[config.mk]
export PLATFORM = sky130hd
export DESIGN_NAME = ptq_alu
export DESIGN_NICKNAME = d
export VERILOG_FILES = /design/src/sv/ptq_pkg.sv /design/src/sv/ptq_alu.sv
export SDC_FILE = /design/constraint.sdc
export NUM_CORES = 1
export LEC_CHECK = 0
export BUFFER_PORTS_ARGS = -buffer_cell sky130_fd_sc_hd__buf_2
export CAP_MARGIN = 30
export CORE_MARGIN = 10
export CORE_UTILIZATION = 28
export DETAILED_ROUTE_END_ITERATION = 7
export PLACE_DENSITY_LB_ADDON = 0.08
export SYNTH_ARGS = -nofsm -noshare
export SYNTH_HDL_FRONTEND = slang
export SYNTH_SLANG_ARGS = --single-unit
[constraint.sdc]
create_clock -name vclk -period 7.2
set_input_delay 1.8 -clock vclk [all_inputs]
set_output_delay 1.8 -clock vclk [all_outputs]
set_load 0.01 [all_outputs]
[src/sv/ptq_pkg.sv]
// shared types and constants of the periodic timer queue
`default_nettype none

package ptq_pkg;

   // table size and derived widths
   localparam int CAPACITY = 16;
   localparam int IDX_W    = (CAPACITY > 1) ? $clog2(CAPACITY) : 1;
   localparam int CNT_W    = $clog2(CAPACITY + 1);

   // field widths of the words
   localparam int OP_W   = 2;
   localparam int TIME_W = 63;
   localparam int ID_W   = 31;
   localparam int TAG_W  = 16;
   localparam int STAT_W = 2;
   localparam int RC_W   = 9;
   localparam int KEY_W  = TIME_W + ID_W;

   // operation codes
   typedef enum logic [OP_W-1:0] {
      OP_ADD    = 2'd0,
      OP_REMOVE = 2'd1,
      OP_CLEAR  = 2'd2,
      OP_POP    = 2'd3
   } op_type;

   // result status codes
   typedef enum logic [STAT_W-1:0] {
      ST_OK   = 2'd0,
      ST_FULL = 2'd1,
      ST_MISS = 2'd2
   } status_type;

   // request word
   typedef struct packed {
      op_type            op;
      logic [TIME_W-1:0] time_ns;
      logic [TIME_W-1:0] interval_ns;
      logic [TAG_W-1:0]  cmd_tag;
      logic [ID_W-1:0]   target_id;
   } req_type;

   // response word
   typedef struct packed {
      status_type        status;
      logic [ID_W-1:0]   entry_id;
      logic [RC_W-1:0]   removed_count;
      logic [TAG_W-1:0]  fired_tag;
      logic [TIME_W-1:0] fired_time_ns;
   } rsp_type;

   // one table entry
   typedef struct packed {
      logic [TIME_W-1:0] time_ns;
      logic [TIME_W-1:0] interval_ns;
      logic [TAG_W-1:0]  tag;
      logic [ID_W-1:0]   id;
   } slot_type;

   // write command from the sequencer to the table
   typedef struct packed {
      logic             append;
      logic             clear;
      logic             remove;
      logic             rearm;
      logic [IDX_W-1:0] idx;
      slot_type         entry;
   } store_cmd_type;

   // operands of the shared compare and add unit
   typedef struct packed {
      logic [KEY_W-1:0]  key_a;
      logic [KEY_W-1:0]  key_b;
      logic [TIME_W-1:0] add_a;
      logic [TIME_W-1:0] add_b;
   } alu_op_type;

   // results of the shared compare and add unit
   typedef struct packed {
      logic              lt;
      logic              eq;
      logic [TIME_W-1:0] sum;
   } alu_res_type;

endpackage

`default_nettype wire

[src/sv/ptq_alu.sv]
// shared key comparator and saturating time adder
`default_nettype none

module ptq_alu import ptq_pkg::*; (
   input  alu_op_type  alu_op,
   output alu_res_type alu_res
);

   logic [TIME_W:0] sum_full;

   // key compare: time in the upper bits, id in the lower bits
   assign alu_res.lt = (alu_op.key_a < alu_op.key_b);
   assign alu_res.eq = (alu_op.key_a == alu_op.key_b);

   // re-arm add, clamped at the largest time
   assign sum_full    = {1'b0, alu_op.add_a} + {1'b0, alu_op.add_b};
   assign alu_res.sum = sum_full[TIME_W] ? {TIME_W{1'b1}} : sum_full[TIME_W-1:0];

endmodule

`default_nettype wire

**Word level (Yosys, flattened, before mapping)**

Cells that the tools add are included.

- Register bits: 0
- Latch bits: 0
- RAM bits: 0
- ROM bits: 0
- Input port bits: 314
- Output and inout bits: 65
- Word-level logic and storage cells: 4
- Memories kept: 0

- $add $sub $neg: 1
- $mul: 0
- Divide/modulo/power cells: 0
- Order comparisons: 1
- Equality and inequality tests: 1
- Shifts and indexed selects: 0
- Multiplexer cells: 1
- Bitwise logic cells: 0
- Reduce and logical (&&, ||, !) cells: 0

Operators with widths:

| operator | count |
|---|---|
| equality test 94 bit | 1 |
| less-than comparator 94 bit | 1 |
| adder 63 x 63 -> 64 bit | 1 |
| two-way mux 63 bit | 1 |

**Longest topological paths before layout**

- Depth after elaboration: 2
- Depth in mapped cells: 13
- Gate-level depth less buffers: 11

**Worst setup path before layout**

Ideal clock, no wire load.

- Path type: input port to output port
- From: in alu_op[0] (netlist name)
- To: out alu_res[60] (netlist name)
- Arrival time: 4,409 ps
- Data required time: 5,400 ps
- Setup slack: 991 ps
- Stages on the path: 11
- Cell sequence: ha_1 -> fa_1 -> a211o_1 -> a211oi_1 -> o21ai_0 -> a41oi_1 -> o21a_1 -> o221a_2 -> a211oi_1 -> or3_1 -> a21bo_1

RTL lines:

| element | line | RTL |
|---|---|---|
| start: declaration | ptq_alu.sv:5 | `input alu_op_type alu_op,` |
| end: declaration | ptq_alu.sv:6 | `output alu_res_type alu_res` |

==> out/metrics.yaml <==
power:
  combPwrFrac: 1.000
  clkPwrFrac: 0
  p_int_uw: 342
  p_per_area_nw_per_um2: 88.6
  netSwitchingPower_uw: 446
  swShare: 0.566
  power_uw: 788
  sequentialPowerShare: 0
  leakagePower_uw: 0.00501
  peakVddDrop_v: 0.0000306
worst_setup_path:
  crit_buf_inv: 2
  worst_ep_arrival_time_ps: 5140
  worstPathCellList: "buf_2 > ha_1 > fa_1 > a211o_1 > a211oi_1 > o211ai_1 > a32o_1 > or3_1 > a31oi_1 > o21ai_0 > xnor2_1 > nand2_1 > buf_2"
  crit_family: "compound AO/OA/AOI/OAI gates"
  end_kind: "output port"
  slowest_delay_ps: 490
  crit_top_cell: "buf_2"
  path_max_fanout: 5
  critPathRequiredTime_ps: 5400
  start_kind: "input port"
  crit_type: "in2out"
  slowest_stage: "or3_1"
global_route:
  track_usage: 0.179
  grt_max_degree: 37
  antenna_found_initial: 10
  grt_pass1_wl_um: 45100
  overflow: 0
  grt_pass1_vias: 8341
drt:
  wl_um: 29700
  ant_nets: 0
  vias_per_cell: 4.98
  drtIter0Drc: 395
  drt_first_pass_iters: 5
  drcViolationCount: 0
  wl_per_cell_um: 18.1
  num_vias: 8164
finish:
  fillers: 2661
  seq_area_um2: 0
  nClkBuffers: 0
  layout.cells.non_filler: 1639
  synthToLayoutAreaGrowth_pct: 32.1
  fin_util: 0.378
  drive_gt1_frac: 0.331
  nFlopsAndLatches: 0
  nNetsFinal: 1791
floorplan:
  start_util: 0.286
  pin_count: 379
  dieArea_um2: 30600
  die_y_um: 175
  rows: 56
  fp.dieW_um: 175
  core_region_area_um2: 23500
placed_design:
  gp_congestion: 0.842
  dpl.hpwl_um: 27400
  pre_cts_ws_ps: 320
  port_buffers: 379
  post-place-cells: 1636
status:
  status: "finished, final reports clean"
sta:
  slew_headroom: 0.572
  fin_ws_ps: 264
  fin_crit_sh: 0.963
  hold_viol_final: 0
  worstMarginPinSlew_ps: 633
  finalMaxSlewViolations: 0
  period_minus_slack_ps: 6940
  rsz0062_at_grt: "no"
  setup_tns_ps: 0
  setup_viol_count_final: 0
  fmax_mhz: 144
synth:
  syn_avg_cell_area_um2: 6.93
  ys_types: 71
  synthesis.area_um2: 6730
  ys_seq_area_frac: 0
  ys_warn_count: 0
  syn_nets: 1443
  postSynthCellCount: 971
cts:
  cts_setup_buffers: 0
  cts-resized-gates: 0
  hold_buffers: 0
job:
  cap_violations: 0
hold_path:
  hold_path_class: "in2out"
-- cells in the mapped netlist (all sizes together), types with 2 or more instances --
cell / number / area, um2
ha: 157 / 1960
nand2: 118 / 543
inv: 108 / 405
a21oi: 98 / 490
a21o: 67 / 503
nor2: 59 / 221
o21ai: 50 / 250
nand4: 37 / 238
xnor2: 31 / 272
xor2: 27 / 236
clkbuf: 25 / 93.8
nand3: 21 / 105
nor3: 14 / 70.1
a211oi: 12 / 95.1
a31oi: 12 / 75.1
buf: 12 / 103
o21a: 11 / 82.6
nor2b: 8 / 50.1
o211ai: 7 / 52.6
o21bai: 7 / 52.6
or3: 7 / 43.8
and3: 6 / 37.5
and4: 6 / 52.6
nor4: 6 / 43.8
a211o: 5 / 43.8
or2b: 5 / 37.5
a221o: 4 / 40.0
a221oi: 4 / 35.0
o31ai: 4 / 30.0
o41ai: 4 / 80.1
nand2b: 3 / 18.8
a2111oi: 2 / 36.3
a21bo: 2 / 20.0
a21boi: 2 / 15.0
a41oi: 2 / 36.3
mux2i: 2 / 20.0
o221a: 2 / 22.5
o2bb2ai: 2 / 17.5
o31a: 2 / 17.5
or2: 2 / 12.5
-- placed cells by master (no fill, tap or decap), drive strengths merged, types with 4 or more instances in the layout --
| cell type | count |
|---|---|
| o41ai | 4 |
| xnor2 | 31 |
| a31oi | 12 |
| a21o | 67 |
| or2b | 5 |
| a211oi | 12 |
| o211ai | 7 |
| inv | 108 |
| and4 | 6 |
| xor2 | 27 |
| or3 | 7 |
| a221o | 4 |
| o21ai | 50 |
| nand3 | 21 |
| nand4 | 37 |
| ha | 157 |
| nor3 | 14 |
| a211o | 5 |
| and3 | 6 |
| a221oi | 4 |
| nand2 | 118 |
| a21oi | 98 |
| nor4 | 6 |
| o21bai | 7 |
| buf | 383 |
| o31ai | 4 |
| nor2 | 59 |
| o21a | 11 |
| nor2b | 8 |
-- per-stage QoR --
stage | instance area [um2] | hold WS [ps]
floorplan | 6730 | 3810
global placement | 8880 | 3990
detailed placement | 8880 | 3990
CTS | 8880 | 3990
global route | 8880 | 4020
finish | 8890 | 3990
-- metal layers --
metal,track usage,part of all wire,vias up
li1,-,-,4215
met1,0.209,0.41,3648
met2,0.329,0.50,273
met3,0.0545,0.085,16
met4,0.00636,0.0028,12
met5,0,0.0024,-
-- kinds of logic (layout without fill, tap and decap cells) --
logic type      count (synthesis)  after routing  share of synthesized area
other cells                     0              3                          0
simple gates                  298            298                      0.226
xor+xnor                       58             58                     0.0755
buf+inv                       145            491                     0.0895
fa+ha+maj                     158            158                      0.295
mux                             2              2                    0.00298
compound gates                310            310                      0.311
-- cell type report --
class | instances | area [um2] | area share
timing repair buffer | 383 | 1950 | 0.220
inverter | 108 | 405 | 0.0456
tap | 319 | 399 | 0.0449
antenna | 3 | 7.51 | 0.000844
multi-input combinational | 826 | 6130 | 0.689
-- power groups by stage --
stage / clock (uW) / combinational, uW / sequential [uW]
after floorplan: 0 / 504 / 0
after global placement: 0 / 795 / 0
after detailed placement: 0 / 793 / 0
after CTS: 0 / 798 / 0
after global routing: 0.0000186 / 882 / 0
final: 0.0000558 / 788 / 0
-- final timing paths --
| kind | from | cells after the start | to | slack (ps) |
|---|---|---|---|---|
| setup / recovery | alu_op[0] | 13 | alu_res[62] | 260 |
| hold / removal | alu_op[63] | 4 | alu_res[0] | 3990 |
-- tightest hold or removal path: stages --
cell and delay (ps):
buf_2 80, ha_1 110, or2b_1 90, buf_2 120
Note: power is estimated with default switching activity, not from simulation.
