File: src/sv/ptq_pkg.sv
// shared types and constants of the periodic timer queue
`default_nettype none

package ptq_pkg;

   // table size and derived widths
   localparam int CAPACITY = 16;
   localparam int IDX_W    = (CAPACITY > 1) ? $clog2(CAPACITY) : 1;
   localparam int CNT_W    = $clog2(CAPACITY + 1);

   // field widths of the words
   localparam int OP_W   = 2;
   localparam int TIME_W = 63;
   localparam int ID_W   = 31;
   localparam int TAG_W  = 16;
   localparam int STAT_W = 2;
   localparam int RC_W   = 9;
   localparam int KEY_W  = TIME_W + ID_W;

   // operation codes
   typedef enum logic [OP_W-1:0] {
      OP_ADD    = 2'd0,
      OP_REMOVE = 2'd1,
      OP_CLEAR  = 2'd2,
      OP_POP    = 2'd3
   } op_type;

   // result status codes
   typedef enum logic [STAT_W-1:0] {
      ST_OK   = 2'd0,
      ST_FULL = 2'd1,
      ST_MISS = 2'd2
   } status_type;

   // request word
   typedef struct packed {
      op_type            op;
      logic [TIME_W-1:0] time_ns;
      logic [TIME_W-1:0] interval_ns;
      logic [TAG_W-1:0]  cmd_tag;
      logic [ID_W-1:0]   target_id;
   } req_type;

   // response word
   typedef struct packed {
      status_type        status;
      logic [ID_W-1:0]   entry_id;
      logic [RC_W-1:0]   removed_count;
      logic [TAG_W-1:0]  fired_tag;
      logic [TIME_W-1:0] fired_time_ns;
   } rsp_type;

   // one table entry
   typedef struct packed {
      logic [TIME_W-1:0] time_ns;
      logic [TIME_W-1:0] interval_ns;
      logic [TAG_W-1:0]  tag;
      logic [ID_W-1:0]   id;
   } slot_type;

   // write command from the sequencer to the table
   typedef struct packed {
      logic             append;
      logic             clear;
      logic             remove;
      logic             rearm;
      logic [IDX_W-1:0] idx;
      slot_type         entry;
   } store_cmd_type;

   // operands of the shared compare and add unit
   typedef struct packed {
      logic [KEY_W-1:0]  key_a;
      logic [KEY_W-1:0]  key_b;
      logic [TIME_W-1:0] add_a;
      logic [TIME_W-1:0] add_b;
   } alu_op_type;

   // results of the shared compare and add unit
   typedef struct packed {
      logic              lt;
      logic              eq;
      logic [TIME_W-1:0] sum;
   } alu_res_type;

endpackage

`default_nettype wire

File: src/sv/ptq_store.sv
// entry table: entries packed from slot zero up in insertion order
`default_nettype none

module ptq_store import ptq_pkg::*; (
   input  logic             clock,
   input  logic             reset,
   input  store_cmd_type    cmd,
   input  logic [IDX_W-1:0] rd_idx,
   output slot_type         rd_slot,
   output logic [CNT_W-1:0] count
);

   slot_type         slot_ff [CAPACITY];
   logic [CNT_W-1:0] count_ff;
   logic [CNT_W-1:0] count_in;

   // fill count
   always_comb begin
      priority if (cmd.clear) begin
         count_in = '0;
      end else if (cmd.append) begin
         count_in = count_ff + CNT_W'(1);
      end else if (cmd.remove) begin
         count_in = count_ff - CNT_W'(1);
      end else begin
         count_in = count_ff;
      end
   end

   always_ff @(posedge clock) begin
      if (reset) begin
         count_ff <= '0;
      end else begin
         count_ff <= count_in;
      end
   end

   // per slot write: append at the end, re-arm in place, or shift down on removal
   for (genvar i = 0; i < CAPACITY; i++) begin : g_slot
      localparam int UP = (i < CAPACITY - 1) ? i + 1 : i;

      always_ff @(posedge clock) begin
         if (cmd.append && (count_ff == CNT_W'(i))) begin
            slot_ff[i] <= cmd.entry;
         end else if (cmd.rearm && (cmd.idx == IDX_W'(i))) begin
            slot_ff[i].time_ns <= cmd.entry.time_ns;
         end else if (cmd.remove && (cmd.idx <= IDX_W'(i))) begin
            slot_ff[i] <= slot_ff[UP];
         end
      end
   end

   // scan read port
   assign rd_slot = slot_ff[rd_idx];
   assign count   = count_ff;

endmodule

`default_nettype wire

File: config.mk
export PLATFORM = sky130hd
export DESIGN_NAME = ptq_store
export DESIGN_NICKNAME = d
export VERILOG_FILES = /design/src/sv/ptq_pkg.sv /design/src/sv/ptq_store.sv
export SDC_FILE = /design/constraint.sdc
export NUM_CORES = 2
export LEC_CHECK = 0
export ABC_AREA = 0
export BUFFER_PORTS_ARGS = -buffer_cell sky130_fd_sc_hd__clkbuf_2
export CAP_MARGIN = 10
export CELL_PAD_IN_SITES_DETAIL_PLACEMENT = 1
export CELL_PAD_IN_SITES_GLOBAL_PLACEMENT = 2
export CORE_MARGIN = 2
export CORE_UTILIZATION = 45
export CTS_BUF_LIST = sky130_fd_sc_hd__clkbuf_2 sky130_fd_sc_hd__clkbuf_4 sky130_fd_sc_hd__clkbuf_8
export DETAILED_ROUTE_END_ITERATION = 8
export PLACE_DENSITY_LB_ADDON = 0.1
export SETUP_SLACK_MARGIN = 0.3
export SLEW_MARGIN = 20
export SYNTH_ARGS = -nofsm -noshare
export SYNTH_HDL_FRONTEND = slang
export SYNTH_SLANG_ARGS = --single-unit
File: constraint.sdc
create_clock -name clock -period 9 [get_ports clock]
set_input_delay 0.45 -clock clock [delete_from_list [all_inputs] [get_ports clock]]
set_output_delay 0.45 -clock clock [all_outputs]
set_load 0.02 [all_outputs]
# --- Yosys cells after proc, flatten, opt, wreduce, memory -nomap -nowiden ---
# Memories as Yosys holds them, arrays and structs flattened.
# Index checks and enable logic that the tools add are counted.
op_classes:
  n_addsub: 2
  n_mul: 0
  n_div: 0
  order_cmp: 16
  n_eq_ne: 30
  n_shift: 0
  mux: 194
  n_bitwise: 48
  n_reduce_logical: 52
ops:
  columns: ["op", "count"]
  rows:
  - ["63-bit 2-to-1 mux", 32]
  - ["110-bit 2-to-1 mux", 16]
  - ["1-bit 2-to-1 mux", 144]
  - ["1-bit logical AND", 48]
  - ["1-bit bitwise OR", 48]
  - ["5-bit by 4-bit == test with 1-bit output (second input constant)", 8]
  - ["4-bit == test (second input constant)", 8]
  - ["4-bit <= comparator (second input constant)", 8]
  - ["5-bit by 3-bit == test with 1-bit output (second input constant)", 4]
  - ["4-bit by 3-bit == test with 1-bit output (second input constant)", 4]
  - ["4-bit by 3-bit <= comparator with 1-bit output (second input constant)", 4]
  - ["5-bit by 2-bit == test with 1-bit output (second input constant)", 2]
  - ["5-bit 2-to-1 mux", 2]
  - ["4-bit by 2-bit == test with 1-bit output (second input constant)", 2]
  - ["4-bit by 1-bit <= comparator with 1-bit output (second input constant)", 2]
  - ["4-bit by 2-bit <= comparator with 1-bit output (second input constant)", 2]
  - ["5-bit by 1-bit adder with 5-bit output (second input constant)", 1]
  - ["5-bit by 1-bit == test with 1-bit output (second input constant)", 1]
  - ["5-bit zero test", 1]
  - ["5-bit by 1-bit subtractor with 5-bit output (second input constant)", 1]
  - ["4-bit by 1-bit == test with 1-bit output (second input constant)", 1]
  - ["4-bit zero test", 1]
  - ["2-bit nonzero test", 1]
  - ["2-bit OR reduction", 1]
totals:
  ff_bits: 5
  latch_bits: 0
  ram_bits: 2768
  romBits: 0
  mem_count: 1
mem_list:
  columns: ["memory", "words", "word_bits", "rd", "rd_clocked_by_memory_dff", "write_ports", "line_no", "text"]
  rows:
  - ["slot_ff", 16, 173, 16, 0, 16, "ptq_store.sv:13", "slot_type slot_ff [CAPACITY];"]

# --- Depth between registers and ports, before layout ---
depth:
  depth_word: 7
  mapped_depth: 8
  depth_no_buf: 6

# --- Worst setup path after synthesis ---
# Ideal clock, no wire load.
synth_timing:
  path_type: "input to register"
  from: "input cmd[177] in the netlist's numbering"
  to: "memory slot_ff[5][0] in the netlist's numbering (enable)"
  arrival_ps: 8591
  slack_ps: -321
  path_stages: 4
  n_path_buf: 1
  cell_sequence: "buf_2 a21oi_1 nor2_1 o21ai_0"
synth_lines:
  columns: ["element", "line_no", "text"]
  rows:
  - ["start: declaration", "ptq_store.sv:7", "input store_cmd_type cmd,"]
  - ["end: declaration", "ptq_store.sv:13", null]

==> metrics.cfg <==
[timing]
min_period_ns=4.57
worst_pin_slew_ns=1.24
slew_headroom_pct=17.0
rsz0062_at_grt=false
setup_tns_ns=0
hold_violations=0
skew_ns=0.0516
slew_viol_final=0
finalCritPeriodShare_pct=50.8
fmax_mhz=219
finalSetupViolations=0
whs_ns=0.144
layout_setup_ws_ns=4.43

[critical_path]
cp_max_fo=36
crit_path_end_kind=output pin
required_ns=8.55
crit_path_start=rd_idx[3]
rr_startpoint=count[1]
cpMostUsedCell=buf_4
slowest_delay_ns=0.87
cp_slowest_cell=nor2b_4
r2r.worst_path.cells=6
endpoint=rd_slot[8]
cp.arrival_ns=4.12
path_cells=clkbuf_2, buf_4, nor2b_4, buf_4, buf_4, a22oi_1, nand2_1, clkbuf_2
cp-start-kind=input port
reg2reg_setup_slack_ns=4.67
r2r_end=slot_ff[14][75]
crit_type=input port to output pin

[synthesis]
synthArstFlopShare_pct=0
synth_warnings=0
synth_most_common_cell=edfxtp_1
synth_top_flop_cell=edfxtp_1
synth_area_leaders=edfxtp_1, mux2_2, mux4_2
seq_area_frac_synth_pct=61.4
synth.net_count=7663
synth_top_cell_by_area=edfxtp_1
synth-seq-cells=2773
synthTopCellsByCount=edfxtp_1, mux2_2, mux4_2, buf_2, a22oi_1
synth_top_area_share_pct=61.3
netlist_area_mm2=0.135
synthDistinctLibCells=48
netlist_instances=7471
syn-mean-instance-area_um2=18.1
synth_edf_count=2768

[hold_path]
hp-class=input port to flip-flop

[finish]
fill_cells=27500
final_cells=12300
final_nets=8146
syn2layout_area_growth_pct=12.2
drive_gt1_share_pct=54.6
postLayoutCellArea_mm2=0.152
final_util_pct=50.7
multi_input_comb_area_mm2=0.0494
regArea_mm2=0.0832

[placed_design]
gp_congestion=0.760
place_ws_ns=4.45
dp_cells=11200
placed_area_mm2=0.141
hpwl_mm=233
port_buffers=364

[grt]
antenna_found_initial=49
met3_usage_pct=3.55
grt.overflow.total=0
grt_use_met1_pct=38.7
gr-usage-met2_pct=50.0
grt_pass1_wl_mm=639
grt_pass1_vias=83800
grt.total_usage_pct=28.9
grt_max_degree=109
grt-busiest-layer=met2

[power_and_ir_drop]
p_switching_mw=8.21
p_leak_nw=50.3
clkPwrFrac_pct=36.8
max-vdd-ir-drop_mv=0.126
p_comb_share_pct=12.8
total_power_mw=30.9
powerDensity_mw_per_mm2=203
intPower_mw=22.7
sequentialPowerShare_pct=50.4
p_sw_share_pct=26.6

[clock_network]
cts_buffer_depth=4
cts_setup_buffers=0
cts.sinks=2773
clk_latency_ns=1.12
cts_htree_levels=5
cts_made_buffers=484
cts_root_buffer=clkbuf_8
clkTransAtPathRegs_ns=0.06
cts_tree=yes

[job]
cap_violations=0

[outcome]
run_status=finished, final reports clean

[floorplan]
placeableCoreArea_mm2=0.300
die_height_um=553
start_util_pct=45.2
die_w_um=553
row_count=201
dieArea_mm2=0.306
ioPinCount=365

[route]
wire_per_inst_um=36.4
routed_wl_mm=448
routed_via_density=6.35
dr.pass1.iters=7
drtIter0Drc=7239
drc=0
num_vias=78100
drtAntennaViolNets=0

sequential cells by signal, indices dropped and copies added, names as in the netlist:
register,flops
count,5
slot_ff,2768
worst max-delay path, delay by kind of cell:
kind,cells,cell delay [ns]
buffers and inverters,5,2.16
and+or+nand+nor,2,1.17
AOI/OAI and AO/OA,1,0.16
power by group through the flow:
stage,clock network (mW),registers (mW),logic [mW]
2_1_floorplan,0,15.7,2.50
3_3_place_gp,0,15.8,3.84
3_5_place_dp,0,15.8,3.90
4_1_cts,11.6,15.6,4.00
5_1_grt,12.1,15.6,4.16
6_report,11.4,15.6,3.96
metal layers:
metal / part of all wire (%) / vias up / wire length [µm]
li1: - / 31700 / -
met5: 0.053 / - / 239
met2: 51 / 2656 / 226000
met3: 5.3 / 702 / 23500
met1: 42 / 43100 / 186000
met4: 2.5 / 38 / 11200
worst min path at each step:
stage	start	cells after the start	end
after floorplan	reset	1	count[0]
after CTS	cmd[179]	3	count[2]
after global routing	cmd[179]	3	count[2]
after global placement	slot_ff[6][115]	1	slot_ff[5][115]
final	cmd[179]	3	count[2]
after detailed placement	slot_ff[11][96]	1	slot_ff[10][96]
cells in the final DEF, fill, tap and decap left out, types with 7 or more instances in the layout:
| cell | instances |
|---|---|
| edfxtp_1 | 2768 |
| mux2_2 | 2586 |
| mux4_2 | 683 |
| clkbuf_8 | 486 |
| clkbuf_2 | 361 |
| a22oi_1 | 286 |
| dlygate4sd3_1 | 181 |
| clkinv_1 | 163 |
| nand2_1 | 160 |
| clkbuf_4 | 156 |
| buf_4 | 125 |
| o22ai_1 | 60 |
| nor2_1 | 38 |
| clkinv_2 | 35 |
| buf_12 | 30 |
| nand2_4 | 17 |
| mux2i_1 | 15 |
| nand3_1 | 12 |
| diode_2 | 11 |
| o21ai_0 | 11 |
| inv_8 | 10 |
| mux2_1 | 9 |
| nand4_1 | 8 |
| o21ai_4 | 8 |
| nor2b_1 | 7 |
| o211ai_1 | 7 |
timing repair:
item | CTS | global route
hold endpoints to repair | 2773 | 0
gates resized for setup | 0 | 0
hold buffers | 181 | 0
cells by family after synthesis:
family / Yosys count / synth area share, %
buffers and inverters: 709 / 2.43
XOR/XNOR: 3 / 0.0194
multiplexers: 3293 / 33.0
AO/OA/AOI/OAI: 405 / 2.13
flip-flops: 2773 / 61.4
AND/OR/NAND/NOR: 283 / 0.919
adder cells (fa/ha/maj): 5 / 0.0462
layout make-up:
class | count | share of cell area, %
Multi-Input combinational cell | 3989 | 32.5
Clock buffer | 642 | 5.17
Tap cell | 3958 | 3.26
Timing Repair Buffer | 701 | 3.44
Inverter | 5 | 0.0123
Sequential cell | 2773 | 54.7
Clock inverter | 231 | 0.840
Antenna cell | 11 | 0.0181
Power figures use the tool's default switching activity.
