`config.mk`:
```
export PLATFORM = sky130hd
export DESIGN_NAME = ptq_seq
export DESIGN_NICKNAME = d
export VERILOG_FILES = /design/src/sv/ptq_pkg.sv /design/src/sv/ptq_seq.sv
export SDC_FILE = /design/constraint.sdc
export NUM_CORES = 1
export LEC_CHECK = 0
export BUFFER_PORTS_ARGS = -buffer_cell sky130_fd_sc_hd__buf_2
export CORE_AREA = 2 2 409 411
export DETAILED_ROUTE_END_ITERATION = 16
export DIE_AREA = 0 0 411 413
export PLACE_DENSITY = 0.39
export RECOVER_POWER = 100
export REMOVE_ABC_BUFFERS = 1
export SLEW_MARGIN = 40
export SYNTH_ARGS = -nofsm -noshare
export SYNTH_HDL_FRONTEND = slang
export SYNTH_SLANG_ARGS = --single-unit
export TNS_END_PERCENT = 100
```
`constraint.sdc`:
```
create_clock -name clock -period 37.7 [get_ports clock]
set_input_delay 5.655 -clock clock [delete_from_list [all_inputs] [get_ports clock]]
set_output_delay 5.655 -clock clock [all_outputs]
set_load 0.01 [all_outputs]
```
`src/sv/ptq_pkg.sv`:
```
// shared types and constants of the periodic timer queue
`default_nettype none

package ptq_pkg;

   // table size and derived widths
   localparam int CAPACITY = 16;
   localparam int IDX_W    = (CAPACITY > 1) ? $clog2(CAPACITY) : 1;
   localparam int CNT_W    = $clog2(CAPACITY + 1);

   // field widths of the words
   localparam int OP_W   = 2;
   localparam int TIME_W = 63;
   localparam int ID_W   = 31;
   localparam int TAG_W  = 16;
   localparam int STAT_W = 2;
   localparam int RC_W   = 9;
   localparam int KEY_W  = TIME_W + ID_W;

   // operation codes
   typedef enum logic [OP_W-1:0] {
      OP_ADD    = 2'd0,
      OP_REMOVE = 2'd1,
      OP_CLEAR  = 2'd2,
      OP_POP    = 2'd3
   } op_type;

   // result status codes
   typedef enum logic [STAT_W-1:0] {
      ST_OK   = 2'd0,
      ST_FULL = 2'd1,
      ST_MISS = 2'd2
   } status_type;

   // request word
   typedef struct packed {
      op_type            op;
      logic [TIME_W-1:0] time_ns;
      logic [TIME_W-1:0] interval_ns;
      logic [TAG_W-1:0]  cmd_tag;
      logic [ID_W-1:0]   target_id;
   } req_type;

   // response word
   typedef struct packed {
      status_type        status;
      logic [ID_W-1:0]   entry_id;
      logic [RC_W-1:0]   removed_count;
      logic [TAG_W-1:0]  fired_tag;
      logic [TIME_W-1:0] fired_time_ns;
   } rsp_type;

   // one table entry
   typedef struct packed {
      logic [TIME_W-1:0] time_ns;
      logic [TIME_W-1:0] interval_ns;
      logic [TAG_W-1:0]  tag;
      logic [ID_W-1:0]   id;
   } slot_type;

   // write command from the sequencer to the table
   typedef struct packed {
      logic             append;
      logic             clear;
      logic             remove;
      logic             rearm;
      logic [IDX_W-1:0] idx;
      slot_type         entry;
   } store_cmd_type;

   // operands of the shared compare and add unit
   typedef struct packed {
      logic [KEY_W-1:0]  key_a;
      logic [KEY_W-1:0]  key_b;
      logic [TIME_W-1:0] add_a;
      logic [TIME_W-1:0] add_b;
   } alu_op_type;

   // results of the shared compare and add unit
   typedef struct packed {
      logic              lt;
      logic              eq;
      logic [TIME_W-1:0] sum;
   } alu_res_type;

endpackage

`default_nettype wire

```
`src/sv/ptq_seq.sv`:
```
// sequencer: walks the table one slot a cycle and issues table writes
`default_nettype none

module ptq_seq import ptq_pkg::*; (
   input  logic             clock,
   input  logic             reset,
   input  logic             req_valid,
   input  req_type          req_word,
   output logic             busy,
   input  logic             out_free,
   output logic             done,
   output rsp_type          result,
   output store_cmd_type    cmd,
   output logic [IDX_W-1:0] rd_idx,
   input  slot_type         rd_slot,
   input  logic [CNT_W-1:0] count,
   output alu_op_type       alu_op,
   input  alu_res_type      alu_res
);

   typedef enum logic [4:0] {
      S_IDLE  = 5'b00001,
      S_SCAN  = 5'b00010,
      S_CHECK = 5'b00100,
      S_APPLY = 5'b01000,
      S_DONE  = 5'b10000
   } state_type;

   state_type        state_ff, state_in;
   req_type          req_ff, req_in;
   logic [CNT_W-1:0] idx_ff, idx_in;
   logic [IDX_W-1:0] best_idx_ff, best_idx_in;
   slot_type         best_ff, best_in;
   rsp_type          res_ff, res_in;
   logic [ID_W-1:0]  next_id_ff, next_id_in;

   // control registers
   always_ff @(posedge clock) begin
      if (reset) begin
         state_ff   <= S_IDLE;
         next_id_ff <= '0;
      end else begin
         state_ff   <= state_in;
         next_id_ff <= next_id_in;
      end
   end

   // working registers
   always_ff @(posedge clock) begin
      req_ff      <= req_in;
      idx_ff      <= idx_in;
      best_idx_ff <= best_idx_in;
      best_ff     <= best_in;
      res_ff      <= res_in;
   end

   // next state and datapath control
   always_comb begin
      state_in    = state_ff;
      req_in      = req_ff;
      idx_in      = idx_ff;
      best_idx_in = best_idx_ff;
      best_in     = best_ff;
      res_in      = res_ff;
      next_id_in  = next_id_ff;
      cmd         = '0;
      alu_op      = '0;
      alu_op.add_a = best_ff.time_ns;
      alu_op.add_b = best_ff.interval_ns;
      done        = 1'b0;

      unique case (state_ff)
         S_IDLE: begin
            if (req_valid) begin
               req_in = req_word;
               idx_in = '0;
               res_in = '0;
               if ((req_word.op == OP_ADD) || (req_word.op == OP_CLEAR)) begin
                  state_in = S_APPLY;
               end else begin
                  state_in = S_SCAN;
               end
            end
         end

         S_SCAN: begin
            // remove compares ids, pop compares time then id against the best so far
            if (req_ff.op == OP_REMOVE) begin
               alu_op.key_a = {{TIME_W{1'b0}}, rd_slot.id};
               alu_op.key_b = {{TIME_W{1'b0}}, req_ff.target_id};
            end else begin
               alu_op.key_a = {rd_slot.time_ns, rd_slot.id};
               alu_op.key_b = {best_ff.time_ns, best_ff.id};
            end

            if (idx_ff == count) begin
               if ((req_ff.op == OP_POP) && (count != '0)) begin
                  state_in = S_CHECK;
               end else begin
                  res_in.status = ST_MISS;
                  state_in      = S_DONE;
               end
            end else if (req_ff.op == OP_REMOVE) begin
               if (alu_res.eq) begin
                  state_in = S_APPLY;
               end else begin
                  idx_in = idx_ff + CNT_W'(1);
               end
            end else begin
               if ((idx_ff == '0) || alu_res.lt) begin
                  best_in     = rd_slot;
                  best_idx_in = idx_ff[IDX_W-1:0];
               end
               idx_in = idx_ff + CNT_W'(1);
            end
         end

         S_CHECK: begin
            // earliest entry overall is due when its time is at or before now
            alu_op.key_a = {best_ff.time_ns, {ID_W{1'b0}}};
            alu_op.key_b = {req_ff.time_ns, {ID_W{1'b1}}};
            if (alu_res.lt) begin
               state_in = S_APPLY;
            end else begin
               res_in.status = ST_MISS;
               state_in      = S_DONE;
            end
         end

         S_APPLY: begin
            unique case (req_ff.op)
               OP_ADD: begin
                  if (count == CNT_W'(CAPACITY)) begin
                     res_in.status = ST_FULL;
                  end else begin
                     cmd.append            = 1'b1;
                     cmd.entry.time_ns     = req_ff.time_ns;
                     cmd.entry.interval_ns = req_ff.interval_ns;
                     cmd.entry.tag         = req_ff.cmd_tag;
                     cmd.entry.id          = next_id_ff;
                     res_in.entry_id       = next_id_ff;
                     next_id_in            = next_id_ff + ID_W'(1);
                  end
               end
               OP_CLEAR: begin
                  cmd.clear            = 1'b1;
                  res_in.removed_count = RC_W'(count);
               end
               OP_REMOVE: begin
                  cmd.remove           = 1'b1;
                  cmd.idx              = idx_ff[IDX_W-1:0];
                  res_in.removed_count = RC_W'(1);
               end
               OP_POP: begin
                  res_in.entry_id      = best_ff.id;
                  res_in.fired_tag     = best_ff.tag;
                  res_in.fired_time_ns = best_ff.time_ns;
                  cmd.idx              = best_idx_ff;
                  if (best_ff.interval_ns != '0) begin
                     cmd.rearm         = 1'b1;
                     cmd.entry.time_ns = alu_res.sum;
                  end else begin
                     cmd.remove = 1'b1;
                  end
               end
               default: begin
                  res_in.status = ST_MISS;
               end
            endcase
            state_in = S_DONE;
         end

         S_DONE: begin
            done = out_free;
            if (out_free) begin
               state_in = S_IDLE;
            end
         end

         default: begin
            state_in = S_IDLE;
         end
      endcase
   end

   assign rd_idx = idx_ff[IDX_W-1:0];
   assign busy   = (state_ff != S_IDLE);
   assign result = res_ff;

endmodule

`default_nettype wire

```
# Yosys cells after proc, flatten, opt, wreduce, memory -nomap -nowiden
# Cells that the tools add are included.
# op_classes
n_mux	42
n_eq_ne	27
bitwise_logic	3
add_sub_neg	2
reduce_logical	20
# op_table
operator	n
case mux 188 bit (2 select lines)	1
case mux 119 bit (2 select lines)	1
two-way mux 188 bit	1
two-way mux 181 bit	1
two-way mux 173 bit	1
case mux 63 bit (2 select lines)	1
two-way mux 121 bit	1
two-way mux 110 bit	1
two-way mux 79 bit	1
two-way mux 63 bit	1
nonzero test 63 bit	1
case mux 31 bit (2 select lines)	1
two-way mux 5 bit	11
adder 31 x 1 -> 31 bit, second input constant	1
two-way mux 31 bit	1
case mux 5 bit (5 select lines)	1
case mux 9 bit (2 select lines)	1
!= test 2 bit, second input constant	8
AND reduction 4 bit	4
!= test 3 bit, second input constant	4
== test 5 bit, second input constant	2
two-way mux 2 bit	5
case mux 5 bit (2 select lines)	1
AND reduction 3 bit	3
other kinds (26)	40
# word_totals
input_bits	422
word_cells	112
out_inout_bits	622
ff_bits	514

# Logic depth before layout (Yosys ltp)
# depth
depth_word	5
ltp_mapped	9
mapped_depth_nobuf	7

# Worst setup path after synthesis
# OpenSTA, ideal clock, no wires.
# synth_timing
path_type	input -> register
startpoint	in count[4]
endpoint	reg best_ff (netlist bit alu_op[0]) (enable)
path_buffers	1
setup_time_ns	0.967
arrival_time_ns	19.140
slack_ns	17.593
required_ns	36.733
cell_stages	5
path_cell_list	clkbuf_1 -> xor2_1 -> nor3_1 -> a21oi_1 -> nor3b_1
# synth_between
elab_chain_len	3
# synth_lines
item	line	source
from (decl)	ptq_seq.sv:16	input logic [CNT_W-1:0] count,
== test 5 bit	ptq_seq.sv:96	if (idx_ff == count) begin
inverter 1 bit (no line)	-	
AND reduction 4 bit (no line)	-	
to (signal assigned)	ptq_seq.sv:53	best_ff <= best_in;
to (decl)	ptq_seq.sv:33	slot_type best_ff, best_in;
# No other way between the ends.
# A chain may end at the register's enable or synchronous reset.

==> impl_metrics.yaml <==
run_status:
  status: "finished, violations left"
  violations: "max-capacitance violations, max-slew violations"
grt:
  met2_usage_pct: 22.5
  grt_pass1_wl_microns: 155000
  grt_max_degree: 127
  grt_pass1_vias: 17146
  grt-busiest-layer: "met2"
  use_met3_pct: 3.28
  met1_usage_pct: 16.5
  antenna_found_initial: 51
  grtUsageTotal_pct: 13.3
  grt_overflow: 0
hold_path:
  whs_path_depth: 1
  holdCritPathClass: "reg -> reg"
timing:
  fin_crit_ns: 16.05
  timing.final.crit_share_pct: 42.6
  max_freq_mhz: 62.3
  tightest_slew_ns: 7.35
  hold_violations: 0
  setup_violations: 0
  slew_headroom_pct: -390
  setup_tns_ns: 0
  rsz0062_at_grt: "false"
  slew_violations: 1042
  fin_ws_ns: 21.65
  final.setup_skew_ns: 0.0271
power_and_ir_drop:
  powerDensity_mw_per_mm2: 54.2
  power_mw: 1.67
  ir_drop_mv: 0.0305
  p_leak_nw: 10.4
place:
  numPortBuffers: 1039
  dpl.hpwl_microns: 92100
  place_area_sq_mm: 0.0293
  pre_cts_slack_ns: 23.97
  gp_congestion: 0.805
worst_setup_path:
  setup.worst_path.end: "cmd[70]"
  worst-r2r-cell-count: 8
  regToRegSetupSlack_ns: 27.72
  worstPathArrival_ns: 10.39
  critical_path_peak_fanout: 62
  cp_top_family: "buffers and inverters"
  cp.depth: 8
  endpoint_kind: "primary output"
  cp-start-kind: "input pin"
  r2r-start: "state_ff[1]"
  slowest_delay_ns: 1.74
  crit_type: "in -> out"
  crit_buf_inv: 5
  critPathRequiredTime_ns: 32.04
  worst_path_max_delay_cell: "clkbuf_1"
  critical_path.cell_chain: "clkbuf_1 -> nor4_1 -> clkbuf_1 -> a211oi_1 -> clkbuf_1 -> clkbuf_1 -> and2_0 -> buf_2"
  cpMostUsedCell: "clkbuf_1"
  r2r-end: "alu_op[40]"
  setup.worst_path.start: "count[0]"
clocking:
  htreeDepth: 3
  postCtsHoldBufs: 0
  root_buffer: "clkbuf_16"
  clockBufferDepth: 3
  clock_sink_count: 510
  clkSlewWorstSetupHoldPaths_ns: 0.06
  cts_setup_buffers: 0
  cts-buffers-inserted: 71
  cts_tree: "done"
  cts_resized: 0
  clk_latency_ns: 0.67
cells_and_area:
  area_delta_synth_final_pct: 37.0
  fillers: 18587
  final_cell_mix: "clkbuf_1 (681), edfxtp_1 (474), buf_2 (393)"
  fin_area_sq_mm: 0.0307
  nets: 2962
  drive_above_1_share_pct: 20.5
  final_common_cell: "clkbuf_1"
die:
  die_w_microns: 411
  core-area_sq_mm: 0.166
  start_util_pct: 13.5
  pin_count: 1044
  die_area_sq_mm: 0.170
  rows: 150
  die_h_microns: 413
yosys:
  syn_area_sq_mm: 0.0224
  synth.distinct_cells: 60
  yosysSeqAreaShare_pct: 66.7
  synth_area_per_cell_sq_um: 13.7
  synth-main-ff-cell: "edfxtp_1"
  ys.warnings.count: 0
  synth_edf_count: 474
  synth-seq-cells: 510
  netlist_instances: 1634
  postSynth.asyncResetShare_pct: 0
drt:
  totalWireLength_microns: 120000
  drt_pre_antenna_iters: 5
  via_per_inst: 3.73
  routedWlPerCell_microns: 25.0
  drc_errors: 0
  drtIter0Drc: 1254
  via_count: 17903
  ant_nets: 0
flow_run:
  max_cap_viol_count: 22
[per-layer routing]
metal	wire length, microns	share of wire (%)	vias to the layer above
li1	-	-	7879
met1	50100	42	8910
met2	58000	48	916
met3	8280	6.9	194
met4	3610	3.0	4
met5	21	0.017	-
[stage by stage]
stage | hold slack [ns] | utilization, % | std cells
2_1_floorplan | 0.462 | - | 1386
3_3_place_gp | 0.501 | 17.7 | 4662
3_5_place_dp | 0.506 | 17.7 | 4664
4_1_cts | 0.506 | 19.1 | 4790
5_1_grt | 0.532 | 18.5 | 4794
6_report | 0.515 | 18.5 | 4805
[layout make-up]
class | instances | area (sq um) | share of cell area (%)
well taps | 2204 | 2760 | 8.98
multi-input cells | 859 | 6000 | 19.5
inverters | 17 | 65.1 | 0.212
flip-flops and latches | 510 | 15000 | 48.7
clock inverters | 39 | 455 | 1.48
diodes | 15 | 37.5 | 0.122
repair buffers | 1074 | 4580 | 14.9
clock buffers | 87 | 1870 | 6.08
[flip-flops by register name, summed over array words and instances (netlist names)]
name / cells
alu_op: 126
best_ff: 47
best_idx_ff: 4
idx_ff: 5
next_id_ff: 31
req_ff: 175
result: 117
state_ff: 5
[synthesized netlist by cell type (2+ instances only)]
library cell  instances  share of area, %
buf_2                17              0.38
or4_1                15              0.50
or3_1                 5              0.14
mux2i_1              63               2.8
xor2_1                7              0.27
nor3b_1               2             0.067
and2_1              189               5.3
nand3_1              75               1.7
a22o_1              126               4.9
o2bb2ai_1            63               2.5
nand2_1              15              0.25
a21oi_1              21              0.47
ha_1                  7              0.39
or4_2                 3              0.12
buf_1                 5             0.084
o21ai_0              39              0.87
a21boi_0              2             0.067
nand4_1              11              0.31
inv_1                17              0.28
nor4b_1               3              0.12
buf_4               134               4.5
nor3_1               16              0.36
edfxtp_1            474                63
nor4_1               22              0.61
and3_1               33              0.92
a22oi_1               4              0.13
mux2_2                9              0.45
nor2_1               65               1.1
nor3_2                2             0.089
nor2b_1              10              0.28
o31ai_1              14              0.47
and4b_1               2             0.089
clkbuf_1             94               1.6
or2_2                 2             0.056
and4_1                4              0.16
a311oi_1              2             0.078
xnor2_1               3              0.12
a41o_1                2             0.089
dfxtp_1              36               3.2
[worst min path at each step]
stage,from,endpoint
after detailed placement,best_ff[32],result[64]
after global routing,best_ff[45],result[77]
after floorplan,next_id_ff[28],next_id_ff[28]
after CTS,best_ff[38],result[70]
final,best_ff[46],result[78]
after global placement,best_ff[36],result[68]
[where the power goes]
group	total, mW	internal [mW]	leakage [nW]	switching [mW]
sequential	0.758	0.720	4.77	0.0382
clock	0.694	0.409	1.11	0.286
combinational	0.212	0.0524	4.53	0.160
total	1.67	1.18	10.4	0.484
[logic make-up (layout without fill, tap and decap cells)]
logic type,after synthesis,after routing,synth area share (%)
compound gates,285,285,10.0
simple gates,481,481,12.4
flops,510,510,66.7
buf+inv,268,1217,6.86
other cells,1,19,0.0167
xor+xnor,10,10,0.391
fa+ha+maj,7,7,0.391
mux,72,72,3.26
No activity file was read; power rests on OpenSTA's default activity.
